$ cat src/hdl/assert_macros.svh
// ----------------------------------------------------------------------------
// Assertion macros
// Shared concurrent assertion forms for the request gate.
// ----------------------------------------------------------------------------
`ifndef ASSERT_MACROS_SVH
`define ASSERT_MACROS_SVH

// Check a consequent in the same cycle as its antecedent
`define ASSERT_IMPLY(lbl, clk, rst_n, ante, cons) \
	lbl: assert property (@(posedge clk) disable iff (!(rst_n)) (ante) |-> (cons)) \
		else $error("assertion failed: same-cycle implication");

// Check a consequent in the cycle after a sequence completes
`define ASSERT_SEQ_NEXT(lbl, clk, rst_n, seq, cons) \
	lbl: assert property (@(posedge clk) disable iff (!(rst_n)) (seq) |=> (cons)) \
		else $error("assertion failed: next-cycle implication");

`endif

$ cat src/hdl/tbrg_pkg.sv
// ----------------------------------------------------------------------------
// tbrg_pkg
// Types, codes and helpers shared by the token bucket request gate.
// ----------------------------------------------------------------------------
`timescale 1ns / 1ps

package tbrg_pkg;

	// Sizes
	localparam int QUEUE_DEPTH_DEF = 16;
	localparam int CMD_DEPTH       = 2;
	localparam int CFG_IDX_W       = 2;
	localparam int CFG_DATA_W      = 16;
	localparam int TOK_W           = 7;
	localparam int PKT_W           = 16;
	localparam int PERIOD_W        = 16;

	// Register indexes
	localparam logic [CFG_IDX_W-1:0] REG_BUCKET_SIZE   = 2'd0;
	localparam logic [CFG_IDX_W-1:0] REG_REFILL_PERIOD = 2'd1;
	localparam logic [CFG_IDX_W-1:0] REG_REFILL_AMOUNT = 2'd2;
	localparam logic [CFG_IDX_W-1:0] REG_BYPASS_ALL    = 2'd3;

	// Input commands
	localparam logic CMD_REQUEST = 1'b0;
	localparam logic CMD_TICK    = 1'b1;

	// Result outcomes
	localparam logic [1:0] OC_PASSED   = 2'd0;
	localparam logic [1:0] OC_QUEUED   = 2'd1;
	localparam logic [1:0] OC_RELEASED = 2'd2;
	localparam logic [1:0] OC_DROPPED  = 2'd3;

	// Register reset values
	localparam logic [TOK_W-1:0]    RST_BUCKET_SIZE   = 7'd8;
	localparam logic [PERIOD_W-1:0] RST_REFILL_PERIOD = 16'd16;
	localparam logic [TOK_W-1:0]    RST_REFILL_AMOUNT = 7'd4;
	localparam logic                RST_BYPASS_ALL    = 1'b1;

	typedef struct packed {
		logic [TOK_W-1:0]    bucket_size;
		logic [PERIOD_W-1:0] refill_period;
		logic [TOK_W-1:0]    refill_amount;
		logic                bypass_all;
	} cfg_t;

	// Entry of the command queue between front and back
	typedef struct packed {
		logic             refill;
		logic [PKT_W-1:0] pkt;
	} qent_t;

	// Back-end status seen by the top level
	typedef struct packed {
		logic             draining;
		logic [TOK_W-1:0] tokens;
	} gate_stat_t;

	// Refill amount clipped to the bucket size
	function automatic logic [TOK_W-1:0] f_eff(input cfg_t c);
		return (c.refill_amount < c.bucket_size) ? c.refill_amount : c.bucket_size;
	endfunction

endpackage

$ cat src/hdl/tbrg_front.sv
// ----------------------------------------------------------------------------
// tbrg_front
// Accepts input beats, counts ticks against the refill period and forwards
// requests and refill events to the command queue. Plain ticks end here.
// ----------------------------------------------------------------------------
`timescale 1ns / 1ps

module tbrg_front (
	input  logic                        clk,
	input  logic                        arst_n,
	input  logic                        in_valid,
	output logic                        in_stall,
	input  logic                        command,
	input  logic [tbrg_pkg::PKT_W-1:0]  packet_id,
	input  tbrg_pkg::cfg_t              cfg,
	input  logic                        cfg_we,
	input  logic                        q_full,
	output logic                        q_push,
	output tbrg_pkg::qent_t             q_ent
);
	import tbrg_pkg::*;

	logic [PERIOD_W-1:0] period_q;
	logic [PERIOD_W-1:0] period_eff;
	logic [PERIOD_W-1:0] period_nxt;
	logic                refill_hit;
	logic                accept;

	// Classify the incoming beat
	always_comb begin
		period_eff = (cfg.refill_period == '0) ? PERIOD_W'(1) : cfg.refill_period;
		period_nxt = period_q + PERIOD_W'(1);
		refill_hit = (period_nxt >= period_eff) || (period_nxt == '0);
		in_stall   = q_full;
		accept     = in_valid && !q_full;
		q_push     = accept && ((command == CMD_REQUEST) || refill_hit);
		q_ent.refill = (command == CMD_TICK);
		q_ent.pkt    = packet_id;
	end

	// Advance the period counter on ticks, restart it on config writes
	always_ff @(posedge clk or negedge arst_n) begin
		if (!arst_n) begin
			period_q <= '0;
		end else if (cfg_we) begin
			period_q <= '0;
		end else if (accept && (command == CMD_TICK)) begin
			period_q <= refill_hit ? '0 : period_nxt;
		end
	end

endmodule

$ cat src/hdl/tbrg_cmdq.sv
// ----------------------------------------------------------------------------
// tbrg_cmdq
// Short in-order command queue that decouples the front from the back.
// ----------------------------------------------------------------------------
`timescale 1ns / 1ps

module tbrg_cmdq (
	input  logic            clk,
	input  logic            arst_n,
	input  logic            push,
	input  tbrg_pkg::qent_t push_ent,
	output logic            full,
	input  logic            pop,
	output logic            valid,
	output tbrg_pkg::qent_t head_ent
);
	import tbrg_pkg::*;

	localparam int PW = (CMD_DEPTH > 1) ? $clog2(CMD_DEPTH) : 1;
	localparam int CW = $clog2(CMD_DEPTH + 1);

	qent_t         ent_q [CMD_DEPTH];
	logic [PW-1:0] wr_q;
	logic [PW-1:0] rd_q;
	logic [CW-1:0] cnt_q;
	logic          do_push;
	logic          do_pop;

	function automatic logic [PW-1:0] f_adv(input logic [PW-1:0] p);
		return (p == PW'(CMD_DEPTH - 1)) ? '0 : p + PW'(1);
	endfunction

	always_comb begin
		full     = (cnt_q == CW'(CMD_DEPTH));
		valid    = (cnt_q != '0);
		head_ent = ent_q[rd_q];
		do_push  = push && !full;
		do_pop   = pop && valid;
	end

	// Store the pushed entry
	always_ff @(posedge clk) begin
		if (do_push) begin
			ent_q[wr_q] <= push_ent;
		end
	end

	// Move pointers and fill count
	always_ff @(posedge clk or negedge arst_n) begin
		if (!arst_n) begin
			wr_q  <= '0;
			rd_q  <= '0;
			cnt_q <= '0;
		end else begin
			if (do_push) begin
				wr_q <= f_adv(wr_q);
			end
			if (do_pop) begin
				rd_q <= f_adv(rd_q);
			end
			if (do_push && !do_pop) begin
				cnt_q <= cnt_q + CW'(1);
			end else if (do_pop && !do_push) begin
				cnt_q <= cnt_q - CW'(1);
			end
		end
	end

endmodule

$ cat src/hdl/tbrg_back.sv
// ----------------------------------------------------------------------------
// tbrg_back
// Token accounting, wait FIFO and result register. Takes one queued command
// at a time; a refill drains waiting requests, one read and one emit each.
// ----------------------------------------------------------------------------
`timescale 1ns / 1ps

module tbrg_back #(
	parameter int QUEUE_DEPTH = tbrg_pkg::QUEUE_DEPTH_DEF
) (
	input  logic                        clk,
	input  logic                        arst_n,
	input  tbrg_pkg::cfg_t              cfg,
	input  logic                        reload,
	input  logic                        q_valid,
	input  tbrg_pkg::qent_t             q_ent,
	output logic                        q_pop,
	output logic                        out_valid,
	input  logic                        out_stall,
	output logic [tbrg_pkg::PKT_W-1:0]  result_packet,
	output logic [1:0]                  outcome,
	output logic                        last,
	output tbrg_pkg::gate_stat_t        stat
);
	import tbrg_pkg::*;

	localparam int PW = (QUEUE_DEPTH > 1) ? $clog2(QUEUE_DEPTH) : 1;
	localparam int CW = $clog2(QUEUE_DEPTH + 1);

	localparam logic [1:0] ST_IDLE = 2'd0;
	localparam logic [1:0] ST_RD   = 2'd1;
	localparam logic [1:0] ST_EMIT = 2'd2;

	logic [PKT_W-1:0] mem [QUEUE_DEPTH];
	logic [PKT_W-1:0] rd_data_q;
	logic [PW-1:0]    head_q;
	logic [PW-1:0]    tail_q;
	logic [CW-1:0]    cnt_q;
	logic [TOK_W-1:0] tok_q;
	logic [1:0]       state_q;
	logic             out_valid_q;

	logic [TOK_W-1:0] eff;
	logic             full_refill;
	logic             slot_free;
	logic             can_take;
	logic [TOK_W-1:0] tok_dec;
	logic [TOK_W:0]   tok_sum;
	logic [TOK_W-1:0] tok_ref;
	logic             ref_go;
	logic [CW-1:0]    cnt_dec;
	logic             rel_more;
	logic             has_room;
	logic             wr_en;
	logic             emit;
	logic             take_req;
	logic             set_valid;

	function automatic logic [PW-1:0] f_adv(input logic [PW-1:0] p);
		return (p == PW'(QUEUE_DEPTH - 1)) ? '0 : p + PW'(1);
	endfunction

	// Token decisions
	always_comb begin
		eff         = f_eff(cfg);
		full_refill = (eff == cfg.bucket_size);
		slot_free   = !out_valid_q || !out_stall;
		q_pop       = (state_q == ST_IDLE) && slot_free && q_valid && !reload;
		take_req    = q_pop && !q_ent.refill;
		can_take    = cfg.bypass_all || (tok_q != '0) || full_refill;
		tok_dec     = (cfg.bypass_all || (tok_q == '0)) ? tok_q : tok_q - TOK_W'(1);
		tok_sum     = {1'b0, tok_q} + {1'b0, eff};
		tok_ref     = (tok_sum < {1'b0, cfg.bucket_size}) ? tok_sum[TOK_W-1:0]
		                                                 : cfg.bucket_size;
		ref_go      = (cnt_q != '0) &&
		              (cfg.bypass_all || (tok_ref != '0) || full_refill);
		cnt_dec     = cnt_q - CW'(1);
		rel_more    = (cnt_dec != '0) &&
		              (cfg.bypass_all || (tok_dec != '0) || full_refill);
		has_room    = (cnt_q < CW'(QUEUE_DEPTH));
		wr_en       = take_req && !can_take && has_room;
		emit        = (state_q == ST_EMIT) && slot_free;
		set_valid   = take_req || (emit && !reload);
	end

	// Wait FIFO storage with registered head read
	always_ff @(posedge clk) begin
		if (wr_en) begin
			mem[tail_q] <= q_ent.pkt;
		end
		rd_data_q <= mem[head_q];
	end

	// Control state
	always_ff @(posedge clk or negedge arst_n) begin
		if (!arst_n) begin
			head_q      <= '0;
			tail_q      <= '0;
			cnt_q       <= '0;
			tok_q       <= RST_REFILL_AMOUNT;
			state_q     <= ST_IDLE;
			out_valid_q <= 1'b0;
		end else begin
			// Raise on a new beat, hold while stalled, else drop
			out_valid_q <= set_valid || (out_valid_q && !slot_free);
			if (reload) begin
				tok_q <= eff;
			end else if (q_pop) begin
				if (q_ent.refill) begin
					tok_q   <= tok_ref;
					state_q <= ref_go ? ST_RD : ST_IDLE;
				end else begin
					if (can_take) begin
						tok_q <= tok_dec;
					end else if (has_room) begin
						tail_q <= f_adv(tail_q);
						cnt_q  <= cnt_q + CW'(1);
					end
				end
			end else if (state_q == ST_RD) begin
				state_q <= ST_EMIT;
			end else if (emit) begin
				tok_q       <= tok_dec;
				head_q      <= f_adv(head_q);
				cnt_q       <= cnt_dec;
				state_q     <= rel_more ? ST_RD : ST_IDLE;
			end
		end
	end

	// Result payload
	always_ff @(posedge clk) begin
		if (take_req) begin
			result_packet <= q_ent.pkt;
			last          <= 1'b1;
			if (can_take) begin
				outcome <= OC_PASSED;
			end else if (has_room) begin
				outcome <= OC_QUEUED;
			end else begin
				outcome <= OC_DROPPED;
			end
		end else if (emit) begin
			result_packet <= rd_data_q;
			outcome       <= OC_RELEASED;
			last          <= !rel_more;
		end
	end

	always_comb begin
		out_valid     = out_valid_q;
		stat.draining = (state_q != ST_IDLE);
		stat.tokens   = tok_q;
	end

endmodule

$ cat src/hdl/token_bucket_request_gate.sv
// ----------------------------------------------------------------------------
// token_bucket_request_gate
// A request result passes the command queue, then the result register.
// Throughput: one request per cycle, set by the back end taking one queued
// command per cycle while it is idle, the output is not stalled and no
// token reload is pending; each released request takes a wait FIFO read,
// then an emit. Reset clears all control state, loads register defaults and
// four tokens; wait FIFO contents stay undefined.
// ----------------------------------------------------------------------------
`timescale 1ns / 1ps
`include "assert_macros.svh"

module token_bucket_request_gate #(
	parameter int QUEUE_DEPTH = tbrg_pkg::QUEUE_DEPTH_DEF
) (
	input  logic                            clk,
	input  logic                            arst_n,
	input  logic                            in_valid,
	output logic                            in_stall,
	input  logic                            command,
	input  logic [tbrg_pkg::PKT_W-1:0]      packet_id,
	output logic                            out_valid,
	input  logic                            out_stall,
	output logic [tbrg_pkg::PKT_W-1:0]      result_packet,
	output logic [1:0]                      outcome,
	output logic                            last,
	input  logic                            cfg_we,
	input  logic [tbrg_pkg::CFG_IDX_W-1:0]  cfg_index,
	input  logic [tbrg_pkg::CFG_DATA_W-1:0] cfg_data
);
	import tbrg_pkg::*;

	cfg_t       cfg_q;
	logic       reload_q;
	logic       reg_hit;
	logic       q_full;
	logic       q_push;
	qent_t      q_push_ent;
	logic       q_pop;
	logic       q_valid;
	qent_t      q_head_ent;
	gate_stat_t gate_stat;

	// Decode a known register index
	always_comb begin
		case (cfg_index)
			REG_BUCKET_SIZE, REG_REFILL_PERIOD,
			REG_REFILL_AMOUNT, REG_BYPASS_ALL: reg_hit = 1'b1;
			default:                           reg_hit = 1'b0;
		endcase
	end

	// Hold configuration; flag a token reload after any write
	always_ff @(posedge clk or negedge arst_n) begin
		if (!arst_n) begin
			cfg_q.bucket_size   <= RST_BUCKET_SIZE;
			cfg_q.refill_period <= RST_REFILL_PERIOD;
			cfg_q.refill_amount <= RST_REFILL_AMOUNT;
			cfg_q.bypass_all    <= RST_BYPASS_ALL;
			reload_q            <= 1'b0;
		end else begin
			reload_q <= cfg_we && reg_hit;
			if (cfg_we) begin
				case (cfg_index)
					REG_BUCKET_SIZE:   cfg_q.bucket_size   <= cfg_data[TOK_W-1:0];
					REG_REFILL_PERIOD: cfg_q.refill_period <= cfg_data[PERIOD_W-1:0];
					REG_REFILL_AMOUNT: cfg_q.refill_amount <= cfg_data[TOK_W-1:0];
					REG_BYPASS_ALL:    cfg_q.bypass_all    <= cfg_data[0];
					default: begin
					end
				endcase
			end
		end
	end

	tbrg_front u_front (
		.clk       (clk),
		.arst_n    (arst_n),
		.in_valid  (in_valid),
		.in_stall  (in_stall),
		.command   (command),
		.packet_id (packet_id),
		.cfg       (cfg_q),
		.cfg_we    (cfg_we && reg_hit),
		.q_full    (q_full),
		.q_push    (q_push),
		.q_ent     (q_push_ent)
	);

	tbrg_cmdq u_cmdq (
		.clk      (clk),
		.arst_n   (arst_n),
		.push     (q_push),
		.push_ent (q_push_ent),
		.full     (q_full),
		.pop      (q_pop),
		.valid    (q_valid),
		.head_ent (q_head_ent)
	);

	tbrg_back #(
		.QUEUE_DEPTH (QUEUE_DEPTH)
	) u_back (
		.clk           (clk),
		.arst_n        (arst_n),
		.cfg           (cfg_q),
		.reload        (reload_q),
		.q_valid       (q_valid),
		.q_ent         (q_head_ent),
		.q_pop         (q_pop),
		.out_valid     (out_valid),
		.out_stall     (out_stall),
		.result_packet (result_packet),
		.outcome       (outcome),
		.last          (last),
		.stat          (gate_stat)
	);

	// A beat that is not the last of its input comes from a refill drain
	`ASSERT_IMPLY(a_partial_is_release, clk, arst_n, out_valid && !last, outcome == OC_RELEASED)
	`ASSERT_IMPLY(a_partial_while_drain, clk, arst_n, out_valid && !last, gate_stat.draining)
	// A lone config write leaves the bucket at the clipped refill amount
	`ASSERT_SEQ_NEXT(a_reload_tokens, clk, arst_n, cfg_we ##1 !cfg_we, gate_stat.tokens == f_eff(cfg_q))

endmodule
$ cat config.mk
export PLATFORM = sky130hd
export DESIGN_NAME = token_bucket_request_gate
export DESIGN_NICKNAME = d
export VERILOG_FILES = /design/src/hdl/tbrg_pkg.sv /design/src/hdl/tbrg_front.sv /design/src/hdl/tbrg_cmdq.sv /design/src/hdl/tbrg_back.sv /design/src/hdl/token_bucket_request_gate.sv
export VERILOG_INCLUDE_DIRS = /design/src /design/src/hdl
export SDC_FILE = /design/constraint.sdc
export NUM_CORES = 1
export LEC_CHECK = 0
export ABC_AREA = 1
export BUFFER_PORTS_ARGS = -buffer_cell sky130_fd_sc_hd__buf_2
export CAP_MARGIN = 30
export CORE_ASPECT_RATIO = 2
export CORE_MARGIN = 2
export CORE_UTILIZATION = 50
export CTS_CLUSTER_SIZE = 16
export DETAILED_ROUTE_END_ITERATION = 16
export GPL_TIMING_DRIVEN = 0
export PLACE_DENSITY = 0.68
export SLEW_MARGIN = 10
export SYNTH_ARGS = -nofsm -noshare
export SYNTH_HDL_FRONTEND = slang
export SYNTH_SLANG_ARGS = --single-unit
export TNS_END_PERCENT = 1
$ cat constraint.sdc
create_clock -name clk -period 11.25 [get_ports clk]
set_input_delay 0.5625 -clock clk [delete_from_list [all_inputs] [get_ports clk]]
set_output_delay 0.5625 -clock clk [all_outputs]
set_load 0.05 [all_outputs]
==> qor.csv <==
stage;metric;value;unit
setup_path;Setup crit end kind;flip-flop;
routing;Top Layer Used;met4;
clock_network;clock root buffer;clkbuf_16;
sta;unrepaired setup endpoints after global routing;no;
synthesis;Post-Syn Nets;1711;
clock_network;Resize count post-CTS;0;
setup_path;Worst EP required;11660;ps
routing;routed length on met1;15.1;mm
synthesis;post-synth top area cell;edfxtp_1;
synthesis;average size of a mapped cell;10.9;um2
clock_network;worst-skew pair later-pin latency;530;ps
synthesis;Main synth FF type;edfxtp_1;
synthesis;top cell type's share of synthesized area;0.523;
synthesis;yosys warns;0;
routing;Total Routed Length;47.7;mm
setup_path;CP arrival;5380;ps
setup_path;Buf/Inv on CP;6;
routing;Avg WL per Cell;21.6;um
setup_path;FF-to-FF setup slack;6280;ps
die;I/O pins;61;
synthesis;synth cell count leaders;332 x nand2_1, 308 x edfxtp_1, 208 x nor2_1;
clock_network;# clock sinks;400;
pwr;Peak VDD IR;0.000200;V
sta;Final Hold Vio Count;0;
sta;setup TNS;0;ps
die;FP Rows;97;
place;Placed Area;18900;um2
setup_path;max incr delay on CP;410;ps
min_path;Hold Path Stages;1;
setup_path;CP max-delay cell;dfrtp_1;
sta;fin worst setup slack;6280;ps
run;max_cap viols;0;
setup_path;r2r endpoint;u_back.state_q[0];
place;routability-driven placement congestion ratio;0.953;
global_route;largest net degree at the start of global routing;62;
finish;Final Cell Area;20000;um2
sta;min Tclk post-route;4970;ps
routing;metal2 WL;25.8;mm
setup_path;Top cell by count, worst path;nand2_1;
finish;Final Instance Count excl. Fillers;2207;
pwr;P_leak;8.00;nW
sta;Least-Margin Pin Slew;1090;ps
setup_path;worst r2r src;cfg_q[28];
place;dpl hpwl;35.5;mm
finish;Total Nets Final;1827;
setup_path;kind of cell adding the most delay to the critical path;simple AND/OR/NAND/NOR gates;
setup_path;Register-to-Register Path Depth;32;
synthesis;Seq/Total Area, Yosys;0.649;
setup_path;crit path max fanout;10;
clock_network;CTS tree;built;
global_route;global route overflow;0;
sta;Tcrit/Tclk final;0.442;
die;Starting Density;0.505;
die;die area;36900;um2
min_path;hold path startpoint;packet_id[13];
routing;DRT iter0 DRCs;897;
routing;via count;12400;
synthesis;top-count cell post-synth;nand2_1;
setup_path;Crit Path Class;flip-flop to flip-flop;
finish;Layout area overhead;13.5;%
clock_network;Num CTS Buffers;35;
clock_network;H-tree levels;2;
setup_path;CP Launch Type;flip-flop;
finish;antenna diode count;0;
synthesis;Post-Syn Area;17700;um2
synthesis;Async S/R FF share, synth;0.188;
global_route;total track usage;0.263;
clock_network;Clk pin slew, worst setup/hold paths;70;ps
place;pre-CTS setup slack;6350;ps
routing;DRC Markers;0;
global_route;initial antenna violation count;0;
sta;Max-slew headroom;0.272;
sta;skew final;23.0;ps
synthesis;Synth Register Bits;400;
min_path;worst hold endpoint;u_cmdq.ent_q[0][13];
synthesis;cell count after synthesis;1621;
sta;WHS;222;ps
die;Die X;137;um
pwr;Pwr Density;260;nW/um2
global_route;first-pass GRT wire length;71.1;mm
sta;# setup viols final;0;
routing;Post-DRT Antenna Nets;0;
die;chip height;270;um
finish;share of cells above drive strength 1;0.107;
min_path;Hold Path Class;primary input to flip-flop;
synthesis;Netlist cell types;43;
sta;Max Freq;201;MHz
clock_network;clk buf depth;3;
place;PortBufs;60;
global_route;vias in the first global route;12600;
sta;Pins Over Slew Limit;0;
routing;Pre-antenna DRT Iters;5;
place;cell total after placement;2144;
routing;met3 wire len;2.03;mm
run_status;result of the run;finished clean;
die;Core Area;35000;um2
routing;via/cell ratio;5.64;
synthesis;Post-synth EDFFs;308;
synthesis;ranking of synthesized cells by area;edfxtp_1 52%, dfrtp_1 9.9%, nand2_1 7.1%;
==> sequential cells by signal, indices dropped and copies added (netlist names) <==
| name | cells |
|---|---|
| u_cmdq.rd_q | 1 |
| u_back.tok_q | 7 |
| u_cmdq.ent_q | 34 |
| cfg_q | 31 |
| u_back.rd_data_q | 16 |
| u_back.tail_q | 4 |
| u_cmdq.cnt_q | 2 |
| u_back.outcome | 2 |
| u_back.out_valid | 1 |
| u_back.mem | 256 |
| u_back.head_q | 4 |
| reload_q | 1 |
| u_back.result_packet | 16 |
| u_back.state_q | 2 |
| u_cmdq.wr_q | 1 |
| u_back.last | 1 |
| u_back.cnt_q | 5 |
| u_front.period_q | 16 |
==> cell type report <==
type / count / area (um2)
clock inverter: 16 / 236
tap: 445 / 557
sequential: 400 / 11500
inverter: 136 / 510
timing repair buffer: 79 / 596
multi-input combinational: 1020 / 5460
buffer: 65 / 273
clock buffer: 46 / 947
fill: 2932 / 14900
==> cell usage in the layout, fill, tap and decap left out, types with 26 or more instances in the layout <==
master,netlist,final
nand3_1,82,82
o21ai_0,124,124
o221ai_1,27,27
nand2_1,332,332
ha_1,49,49
clkbuf_16,0,35
buf_2,8,67
o32ai_1,38,38
dfrtp_1,70,70
nor2_1,208,190
a21oi_1,32,32
xor2_1,26,26
clkbuf_1,45,53
mux2i_1,26,26
inv_1,124,124
edfxtp_1,308,308
==> cell families after synthesis <==
kind of cell             synth area share
flip-flops                          0.649
AO/OA/AOI/OAI                      0.0872
multiplexers                       0.0147
XOR/XNOR                           0.0144
adder cells (fa/ha/maj)            0.0358
AND/OR/NAND/NOR                     0.154
buffers and inverters              0.0443
==> routing by layer <==
layer | up-vias | GRT usage
li1 | 5874 | -
met1 | 5984 | 0.250
met2 | 421 | 0.482
met3 | 167 | 0.0327
met4 | 0 | 0.219
met5 | - | 0
==> what timing repair did <==
action,in CTS,in global routing
hold buffers,1,0
setup endpoints to repair,0,0
buffers inserted,0,0
hold endpoints to repair,12,0
==> where the power goes <==
part | total, mW | switching [mW] | internal (mW)
combinational | 1.98 | 1.45 | 0.531
clock | 1.26 | 0.521 | 0.735
sequential | 1.97 | 0.0832 | 1.89
total | 5.21 | 2.06 | 3.16
==> how the worst max path moves through the flow <==
| stage | endpoint | startpoint | slack, ps | cells past startpoint |
|---|---|---|---|---|
| after CTS | u_back.state_q[0] | cfg_q[28] | 6300 | 32 |
| after floorplan | u_back.state_q[0] | cfg_q[27] | 7320 | 32 |
| final | u_back.state_q[0] | cfg_q[28] | 6280 | 32 |
| after global routing | u_back.state_q[0] | cfg_q[28] | 5850 | 32 |
| after detailed placement | u_back.state_q[0] | cfg_q[28] | 6350 | 32 |
| after global placement | u_back.state_q[0] | cfg_q[28] | 6400 | 32 |
==> metrics by stage <==
stage                     total power [mW]  utilization
after floorplan                       3.27            -
after global placement                3.92        0.530
after detailed placement              3.97        0.539
after CTS                             5.22        0.574
after global routing                  5.47        0.574
final                                 5.21        0.574
No activity file was read; power rests on OpenSTA's default activity.
